## config.mk

```make
export PLATFORM = sky130hd
export DESIGN_NAME = bresenham_line_stepper
export DESIGN_NICKNAME = d
export VERILOG_FILES = /design/src/hdl/bls_pkg.sv /design/src/hdl/bls_fifo.sv /design/src/hdl/bls_front.sv /design/src/hdl/bls_back.sv /design/src/hdl/bresenham_line_stepper.sv
export VERILOG_INCLUDE_DIRS = /design/src /design/src/hdl
export SDC_FILE = /design/constraint.sdc
export NUM_CORES = 1
export LEC_CHECK = 0
export ABC_AREA = 1
export ABC_CLOCK_PERIOD_IN_PS = 4500
export BUFFER_PORTS_ARGS = -buffer_cell sky130_fd_sc_hd__buf_2
export CAP_MARGIN = 30
export CORE_ASPECT_RATIO = 1.75
export CORE_UTILIZATION = 35
export DETAILED_ROUTE_END_ITERATION = 6
export GPL_TIMING_DRIVEN = 0
export PLACE_DENSITY = 0.61
export SYNTH_ARGS = -nofsm -noshare
export SYNTH_HDL_FRONTEND = slang
export SYNTH_SLANG_ARGS = --single-unit
```

## constraint.sdc

```tcl
create_clock -name clk -period 4.5 [get_ports clk]
set_input_delay 0.9 -clock clk [delete_from_list [all_inputs] [get_ports clk]]
set_output_delay 0.9 -clock clk [all_outputs]
set_load 0.01 [all_outputs]
```

## src/hdl/bresenham_line_stepper_defines.svh

```systemverilog
// assertion macros used by the line stepper back end
// expects clk and rst in the scope of each use
`ifndef BRESENHAM_LINE_STEPPER_DEFINES_SVH
`define BRESENHAM_LINE_STEPPER_DEFINES_SVH

// condition in this cycle implies consequence in the same cycle
`define BLS_ASSERT_NOW(label, cond, cons) \
  label: assert property (@(posedge clk) disable iff (rst) (cond) |-> (cons)) \
    else $error("line stepper check failed");

// condition in this cycle implies consequence in the next cycle
`define BLS_ASSERT_NEXT(label, cond, cons) \
  label: assert property (@(posedge clk) disable iff (rst) (cond) |=> (cons)) \
    else $error("line stepper check failed");

`endif

```

## src/hdl/bls_pkg.sv

```systemverilog
// types and constants of the bresenham line stepper
// no dependencies
package bls_pkg;

  localparam int COORD_W = 9;
  localparam int ERR_W   = COORD_W + 3;
  localparam int CNT_W   = COORD_W + 1;
  localparam int COLOR_W = 16;

  localparam int CMD_DEPTH_DEFAULT = 2;
  localparam int OUT_DEPTH_DEFAULT = 2;

  localparam logic REQ_LOAD  = 1'b0;
  localparam logic REQ_PIXEL = 1'b1;

  typedef struct packed {
    logic               req_type;
    logic [COORD_W-1:0] x_start;
    logic [COORD_W-1:0] y_start;
    logic [COORD_W-1:0] x_end;
    logic [COORD_W-1:0] y_end;
    logic [COLOR_W-1:0] line_color;
  } in_item_t;

  typedef struct packed {
    logic [COORD_W-1:0] pixel_x;
    logic [COORD_W-1:0] pixel_y;
    logic [COLOR_W-1:0] pixel_color;
    logic               last_pixel;
  } out_item_t;

  typedef struct packed {
    logic               is_load;
    logic [COORD_W-1:0] x0;
    logic [COORD_W-1:0] y0;
    logic [COLOR_W-1:0] color;
    logic signed [ERR_W-1:0] err;
    logic signed [ERR_W-1:0] inc_straight;
    logic signed [ERR_W-1:0] inc_diagonal;
    logic               x_major;
    logic               x_down;
    logic               y_down;
    logic [CNT_W-1:0]   count;
  } cmd_t;

endpackage

```

## src/hdl/bls_fifo.sv

```systemverilog
// small show-ahead queue of any packed type
// no dependencies
module bls_fifo #(
  parameter type T     = logic,
  parameter int  DEPTH = 2
) (
  input  logic clk,
  input  logic rst,
  input  logic push,
  input  T     wdata,
  output logic full,
  input  logic pop,
  output T     rdata,
  output logic empty
);
  localparam int AW = (DEPTH > 1) ? $clog2(DEPTH) : 1;
  localparam int CW = $clog2(DEPTH + 1);

  T mem [DEPTH];
  logic [AW-1:0] wr_ptr;
  logic [AW-1:0] rd_ptr;
  logic [CW-1:0] count;
  logic do_push;
  logic do_pop;

  assign full    = (count == CW'(DEPTH));
  assign empty   = (count == '0);
  assign do_push = push && !full;
  assign do_pop  = pop && !empty;
  assign rdata   = mem[rd_ptr];

  always_ff @(posedge clk) begin
    if (do_push) begin
      mem[wr_ptr] <= wdata;
    end
  end

  always_ff @(posedge clk) begin
    if (rst) begin
      wr_ptr <= '0;
      rd_ptr <= '0;
      count  <= '0;
    end else begin
      if (do_push) begin
        wr_ptr <= (wr_ptr == AW'(DEPTH - 1)) ? '0 : wr_ptr + 1'b1;
      end
      if (do_pop) begin
        rd_ptr <= (rd_ptr == AW'(DEPTH - 1)) ? '0 : rd_ptr + 1'b1;
      end
      if (do_push && !do_pop) begin
        count <= count + 1'b1;
      end else if (do_pop && !do_push) begin
        count <= count - 1'b1;
      end
    end
  end
endmodule

```

## src/hdl/bls_front.sv

```systemverilog
// front end: classifies requests and computes line setup
// depends on bls_pkg
module bls_front (
  input  bls_pkg::in_item_t item,
  output bls_pkg::cmd_t     cmd
);
  import bls_pkg::*;

  logic [COORD_W-1:0] dx;
  logic [COORD_W-1:0] dy;
  logic [COORD_W-1:0] major;
  logic [COORD_W-1:0] minor;
  logic               x_major;
  logic signed [ERR_W-1:0] minor2;
  logic signed [ERR_W-1:0] major1;
  logic signed [ERR_W-1:0] major2;

  always_comb begin
    dx      = (item.x_end > item.x_start) ? item.x_end - item.x_start
                                          : item.x_start - item.x_end;
    dy      = (item.y_end > item.y_start) ? item.y_end - item.y_start
                                          : item.y_start - item.y_end;
    x_major = (dx >= dy);
    major   = x_major ? dx : dy;
    minor   = x_major ? dy : dx;
    minor2  = $signed({2'b00, minor, 1'b0});
    major1  = $signed({3'b000, major});
    major2  = $signed({2'b00, major, 1'b0});

    cmd.is_load      = (item.req_type == REQ_LOAD);
    cmd.x0           = item.x_start;
    cmd.y0           = item.y_start;
    cmd.color        = item.line_color;
    cmd.err          = minor2 - major1;
    cmd.inc_straight = minor2;
    cmd.inc_diagonal = minor2 - major2;
    cmd.x_major      = x_major;
    cmd.x_down       = (item.x_start > item.x_end);
    cmd.y_down       = (item.y_start > item.y_end);
    cmd.count        = {1'b0, major} + CNT_W'(1);
  end
endmodule

```

## src/hdl/bls_back.sv

```systemverilog
// back end: holds the line state and steps one pixel per pixel command while a line is active
// depends on bls_pkg and bresenham_line_stepper_defines.svh
`include "bresenham_line_stepper_defines.svh"

module bls_back (
  input  logic               clk,
  input  logic               rst,
  input  bls_pkg::cmd_t      cmd,
  input  logic               cmd_empty,
  output logic               cmd_pop,
  input  logic               out_full,
  output logic               out_push,
  output bls_pkg::out_item_t out_item
);
  import bls_pkg::*;

  logic                    line_active;
  logic [COORD_W-1:0]      cur_x;
  logic [COORD_W-1:0]      cur_y;
  logic signed [ERR_W-1:0] error_term;
  logic signed [ERR_W-1:0] inc_straight;
  logic signed [ERR_W-1:0] inc_diagonal;
  logic                    x_major;
  logic                    x_down;
  logic                    y_down;
  logic [CNT_W-1:0]        pixels_left;
  logic [COLOR_W-1:0]      held_color;
  logic                    last;
  logic                    straight;
  logic [COORD_W-1:0]      x_step;
  logic [COORD_W-1:0]      y_step;

  assign cmd_pop  = !cmd_empty && (cmd.is_load || !line_active || !out_full);
  assign out_push = cmd_pop && !cmd.is_load && line_active;
  assign last     = (pixels_left <= CNT_W'(1));
  assign straight = error_term[ERR_W-1];
  assign x_step   = x_down ? cur_x - 1'b1 : cur_x + 1'b1;
  assign y_step   = y_down ? cur_y - 1'b1 : cur_y + 1'b1;

  always_comb begin
    out_item.pixel_x     = cur_x;
    out_item.pixel_y     = cur_y;
    out_item.pixel_color = held_color;
    out_item.last_pixel  = last;
  end

  always_ff @(posedge clk) begin
    if (rst) begin
      line_active <= 1'b0;
    end else if (cmd_pop && cmd.is_load) begin
      line_active <= 1'b1;
    end else if (out_push && last) begin
      line_active <= 1'b0;
    end
  end

  always_ff @(posedge clk) begin
    if (cmd_pop && cmd.is_load) begin
      cur_x        <= cmd.x0;
      cur_y        <= cmd.y0;
      error_term   <= cmd.err;
      inc_straight <= cmd.inc_straight;
      inc_diagonal <= cmd.inc_diagonal;
      x_major      <= cmd.x_major;
      x_down       <= cmd.x_down;
      y_down       <= cmd.y_down;
      pixels_left  <= cmd.count;
      held_color   <= cmd.color;
    end else if (out_push) begin
      if (last) begin
        pixels_left <= '0;
      end else begin
        pixels_left <= pixels_left - 1'b1;
        if (straight) begin
          error_term <= error_term + inc_straight;
          if (x_major) begin
            cur_x <= x_step;
          end else begin
            cur_y <= y_step;
          end
        end else begin
          error_term <= error_term + inc_diagonal;
          cur_x      <= x_step;
          cur_y      <= y_step;
        end
      end
    end
  end

  `BLS_ASSERT_NOW(a_active_has_pixels, line_active, pixels_left != '0)
  `BLS_ASSERT_NOW(a_emit_needs_line, out_push, line_active && !out_full)
  `BLS_ASSERT_NEXT(a_last_ends_line, out_push && last, !line_active)
endmodule

```

## src/hdl/bresenham_line_stepper.sv

```systemverilog
// top level of the bresenham line stepper: front end, command queue,
// back end and result queue; depends on bls_pkg and the bls_* modules
//
// channel   signals                     direction
// request   push, full, item            in: load a line or ask for a pixel
// result    pop, empty, result          out: one pixel per pixel request on a live line
//
// one request enters per cycle while full is low; a taken request is registered
// in the command queue, and the back end then moves its pixel into the result
// queue, stepping one pixel per cycle while the result queue has room
// reset clears both queues and drops any line in progress
// a full result queue stalls the back end on pixel requests for an active line;
// loads still drain, and full rises once the command queue fills
module bresenham_line_stepper #(
  parameter int CMD_DEPTH = bls_pkg::CMD_DEPTH_DEFAULT,
  parameter int OUT_DEPTH = bls_pkg::OUT_DEPTH_DEFAULT
) (
  input  logic               clk,
  input  logic               rst,
  input  logic               push,
  output logic               full,
  input  bls_pkg::in_item_t  item,
  input  logic               pop,
  output logic               empty,
  output bls_pkg::out_item_t result
);
  import bls_pkg::*;

  cmd_t      front_cmd;
  cmd_t      back_cmd;
  logic      cmd_empty;
  logic      cmd_pop;
  logic      out_full;
  logic      out_push;
  out_item_t out_item;

  bls_front u_front (
    .item (item),
    .cmd  (front_cmd)
  );

  bls_fifo #(
    .T     (cmd_t),
    .DEPTH (CMD_DEPTH)
  ) u_cmd_fifo (
    .clk   (clk),
    .rst   (rst),
    .push  (push),
    .wdata (front_cmd),
    .full  (full),
    .pop   (cmd_pop),
    .rdata (back_cmd),
    .empty (cmd_empty)
  );

  bls_back u_back (
    .clk       (clk),
    .rst       (rst),
    .cmd       (back_cmd),
    .cmd_empty (cmd_empty),
    .cmd_pop   (cmd_pop),
    .out_full  (out_full),
    .out_push  (out_push),
    .out_item  (out_item)
  );

  bls_fifo #(
    .T     (out_item_t),
    .DEPTH (OUT_DEPTH)
  ) u_out_fifo (
    .clk   (clk),
    .rst   (rst),
    .push  (out_push),
    .wdata (out_item),
    .full  (out_full),
    .pop   (pop),
    .rdata (result),
    .empty (empty)
  );
endmodule

```

Yosys cells after proc, flatten, opt, wreduce, memory -nomap -nowiden. Memories as Yosys holds them, arrays and structs flattened. A register that Yosys moved wholly into a read port is not among the register bits. Index checks and enable logic that the tools add are counted. W data, S select, Z words.

Bits in registers: 92. Bits in writable memories: 232. Input port bits: 57. Memories: 2.

Memory list: u_cmd_fifo.mem (words 2, bits a word 81, rd ports 1, clocked after Yosys merged registers in 1, wr ports 1, line bls_fifo.sv:19) `T mem [DEPTH];`; u_out_fifo.mem (words 2, bits a word 35, rd ports 1, clocked after Yosys merged registers in 1, wr ports 1, line bls_fifo.sv:19).

$add $sub $neg: 22. Order comparisons: 6. Equality and inequality tests: 5. Mux-type cells: 41. Bitwise operators: 1. Reductions and logical operators: 34.

Operators with widths (number): $mux W9 (16); $mux W12 (4); $gt A9 B9 Y1 (4); $sub A9 B9 Y9 (4); $mux W10 (3); $add A12 B12 Y12 (2); $add A9 B1 Y9 const B (2); $sub A9 B1 Y9 const B (2); $mux W1 (14); $logic_and A1 B1 Y1 (13); $sub A10 B10 Y11 (1); $sub A10 B9 Y11 (1); $add A9 B1 Y10 const B (1); $le A10 B1 Y1 const B (1); $logic_not A1 Y1 (10); $sub A10 B1 Y10 const B (1); $ge A9 B9 Y1 (1); $mux W2 (4); $reduce_bool A2 Y1 (4); $ne A3 B3 Y1 const B (2); $reduce_and A3 Y1 (2); $add A1 B1 Y1 const B (4); $add A2 B1 Y2 const B (2); $eq A2 B2 Y1 const B (2); 6 further kinds (9).

Longest topological paths before layout.
Depth after elaboration: 11. Mapped depth: 36. Mapped depth without buffers: 34.

Hierarchy. From an unflattened synthesis, not the netlist that was laid out.

Cells, all modules: 1661. Area total of the unflattened synthesis: 18378.9 um^2.

By module, submodules not included: bls_fifo (u_cmd_fifo) (times used 1, cells each 298, area each 6547.5 um^2); bls_back (times used 1, cells each 526, area each 4772.1 um^2); bls_front (times used 1, cells each 691, area each 4129.0 um^2); bls_fifo (u_out_fifo) (times used 1, cells each 146, area each 2930.3 um^2).

Worst setup path after synthesis. No wires, ideal clock.

Path type: input port to flip-flop. Start: input port item[16] (netlist name). End: memory u_cmd_fifo.mem[0][43] (netlist name), data pin. Library setup time: 256 ps. Arrival time: 4609 ps. Data required time: 4244 ps. Slack: -365 ps. Stages on the path: 26. Buffers on the path: 2. Cell sequence: inv_1 ha_1 fa_1 or2_2 nand2_1 nand2_1 nand2_1 nor2_1 o21ai_1 nand2_1 ha_1 nand2_1 nor2_2 nand3b_1 nand4_1 buf_4 buf_4 o21ai_0 ha_1 a21o_1 a21oi_1 nor2_1 nor2_1 nand2_1 nand2_1 nand2_1.

RTL lines: start: declaration (line bresenham_line_stepper.sv:22) `input bls_pkg::in_item_t item,`; end: declaration (line bls_fifo.sv:19).

==> impl_metrics.yaml <==
floorplanning:
  rows: 103
  die_w_um: 164
  core_area_um2: 45200
  fp.dieH_um: 285
  initial_core_util_pct: 35.5
  ios: 94
  dieArea_um2: 46800
cts:
  ctsLongestPathBuffers: 3
  tritoncts: "done"
  cts_inserted_buffers: 25
  cts_sinks: 312
  cts-root-buf: "clkbuf_16"
  htreeDepth: 1
  clkSlewWorstSetupHoldPaths_ps: 70
  insertion_delay_ps: 540
grt:
  first_global_vias: 10998
  antenna_found_initial: 0
  overflow: 0
  grt_usage_pct: 16.2
  grt_pass1_wl_um: 58100
  grt_max_degree: 33
routing:
  drc: 0
  drt_iter0_drc: 451
  avgRoutedWirePerCell_um: 16.2
  first_pass_iters: 5
  vias_per_cell: 4.73
  via_count: 11052
  wl_um: 37900
  antenna_left: 0
finish:
  fillers: 4099
  finalNetCount: 1887
  diodes: 0
  syn_to_final_growth_pct: 25.4
  layout-drive-gt1-share_pct: 28.5
yosys:
  synth-seq-cells: 312
  yosysWarnings: 0
  synth_edf_count: 301
  async_flop_share_pct: 0
  muxShareOfSynthArea_pct: 3.52
  synth-simple-area-share_pct: 17.5
  synthAdderAreaFrac_pct: 7.19
  syn_area_um2: 16100
  synth_compound_area_share_pct: 5.56
  synthXorXnorAreaFrac_pct: 3.21
  synth_ff_type: "edfxtp_1"
  synth_nets: 1685
  postSynthAreaPerCell_um2: 10.4
  synth_top_family_by_area: "simple AND/OR/NAND/NOR gates"
  synth_cells: 1540
  synth_cell_type_count: 54
  ys_seq_area_share_pct: 57.7
sta:
  fin_crit_sh_pct: 97.4
  fin_worst_skew_ps: 14.9
  rsz0062_at_grt: "true"
  min_period_ps: 4380
  finalHoldViolations: 0
  setup_viol: 0
  fin_ws_ps: 116
  final_max_slew_viol_count: 0
  tightest_slew_ps: 953
  finalSetupTns_ps: 0
  max_freq_mhz: 228
  relSlewSlack_pct: 35.9
worst_setup_path:
  slowest_stage: "ha_4"
  reg2reg_from: "u_back.error_term[11]"
  cp_common_cell: "nand2_1"
  path_max_fanout: 7
  cp-end-kind: "flop"
  critPathArrivalTime_ps: 4670
  startpoint: "item[44]"
  max_stage_delay_ps: 270
  critPathLaunchType: "input port"
  crit_required_ps: 4790
  criticalPathCategory: "input port to flop"
pwr:
  switchingPower_uw: 5770
  p_seq_share_pct: 33.9
  pwr-share-clk_pct: 16.0
  p_leak_uw: 0.00827
  combPwrFrac_pct: 50.0
  p_sw_share_pct: 39.2
  p_per_area_nw_per_um2: 731
  p_int_uw: 8940
  ir_drop_uv: 358
place:
  place_hpwl_um: 29000
  preCtsSetupSlack_ps: -1170
  io_buffers: 93
  globalplace.congestion: 0.885
worst_hold_path:
  worstHoldStart: "u_back.held_color[13]"
  hold_path_class: "flop to flop"
job:
  drv_cap: 0
status:
  outcome: "finished clean"
## path summary, 6_finish.rpt
path                            to  slack (ps)  cells after the start
max          u_cmd_fifo.mem[0][43]         120                     29
min          u_out_fifo.mem[1][14]         440                      0
max reg2reg  u_back.error_term[11]        1180                     17
min reg2reg  u_out_fifo.mem[1][14]         440                      0
## placed cells by master, fill, tap and decap left out, drive strengths merged, types with 2 or more instances in the layout
master	n
clkinv	10
edfxtp	301
o22ai	8
clkinvlp	3
ha	81
nand4	7
o21bai	5
xor2	40
a21oi	64
o211ai	6
bufinv	6
mux2i	17
fa	7
nor3	8
o21ai	51
nand3	74
dfxtp	11
a21o	7
nand2	462
and2	2
nor4	3
xnor2	18
inv	174
clkbuf	53
nand3b	2
a31oi	3
o31ai	4
mux2	35
a21boi	3
nor2	86
o21a	2
buf	188
or2	12
## power by group through the flow
stage / registers (µW) / clock network [µW] / logic [µW]
floorplan: 4980 / 0 / 4430
global placement: 5070 / 0 / 5960
detailed placement: 5060 / 0 / 6210
CTS: 5000 / 2420 / 6640
global route: 5060 / 2510 / 8180
finish: 4990 / 2360 / 7360
## critical path: cells and delay by family
family                   cells  cell delay [ps]
XOR/XNOR                     1              220
AND/OR/NAND/NOR             16             1370
buffers and inverters        5              690
AO/OA/AOI/OAI                4              740
adder cells (fa/ha/maj)      3              730
## synth_stat cells (12+ instances only)
cell type  count  area (µm²)
a21oi_1       64         320
clkbuf_1      24        90.1
edfxtp_1     301        9040
ha_1          81        1010
inv_1        164         616
mux2_2        35         394
mux2i_1       17         170
nand2_1      439        1650
nand2_2       19         119
nand3_1       67         335
nor2_1        81         304
o21ai_0       43         215
or2_2         12        75.1
xnor2_1       18         158
xor2_1        39         342
## sequential cells by signal (all words and copies together) (netlist names), 10 cells and up, named ones only
name	count
u_back.error_term	11
u_back.held_color	16
u_back.inc_diagonal	10
u_back.pixels_left	10
u_cmd_fifo.mem	154
u_out_fifo.mem	70
## what timing repair did
action,in CTS,in global routing
setup endpoints to repair,36,36
pin swaps,24,84
gates resized for setup,60,178
buffers inserted,22,51
cloned,0,3
hold buffers,0,0
endpoints found under the hold margin,0,0
## kinds of logic (layout without fill, tap and decap cells)
logic type,after synthesis,after routing
and+or+nand+nor,659,659
DFF,312,312
buffers and inverters,215,434
AOI/OAI and AO/OA,156,156
adders and majority gates,88,88
xor gates and xnor gates,58,58
muxes,52,52
## layout make-up
class	count	area [µm²]	share of cell area, %
multi-input combinational	1013	7060	35.1
buffer	38	234	1.16
tap	577	722	3.59
clock buffer	25	626	3.11
sequential	312	9260	46.0
clock inverter	19	256	1.27
inverter	174	671	3.33
timing repair buffer	178	1310	6.49
## stage by stage
| stage | total power [µW] | hold WS, ps | std cells | instance area (µm²) | util (%) |
|---|---|---|---|---|---|
| 3_3_place_gp | 11000 | 423 | 2210 | 17600 | 38.8 |
| 4_1_cts | 14100 | 447 | 2285 | 19100 | 42.2 |
| 3_5_place_dp | 11300 | 433 | 2219 | 17800 | 39.2 |
| 5_1_grt | 15800 | 456 | 2336 | 20100 | 44.5 |
| 2_1_floorplan | 9400 | 421 | 1540 | 16400 | - |
| 6_report | 14700 | 445 | 2336 | 20100 | 44.5 |
## routing by layer
layer  global-route usage [%]  vias to the layer above  share of wire (%)
met4                     7.96                        0                5.2
li1                         -                     5559                  -
met2                     33.3                      207                 58
met3                     1.77                      101                3.1
met5                        0                        -                  0
met1                     15.0                     5185                 34
No activity file was read; power rests on OpenSTA's default activity.
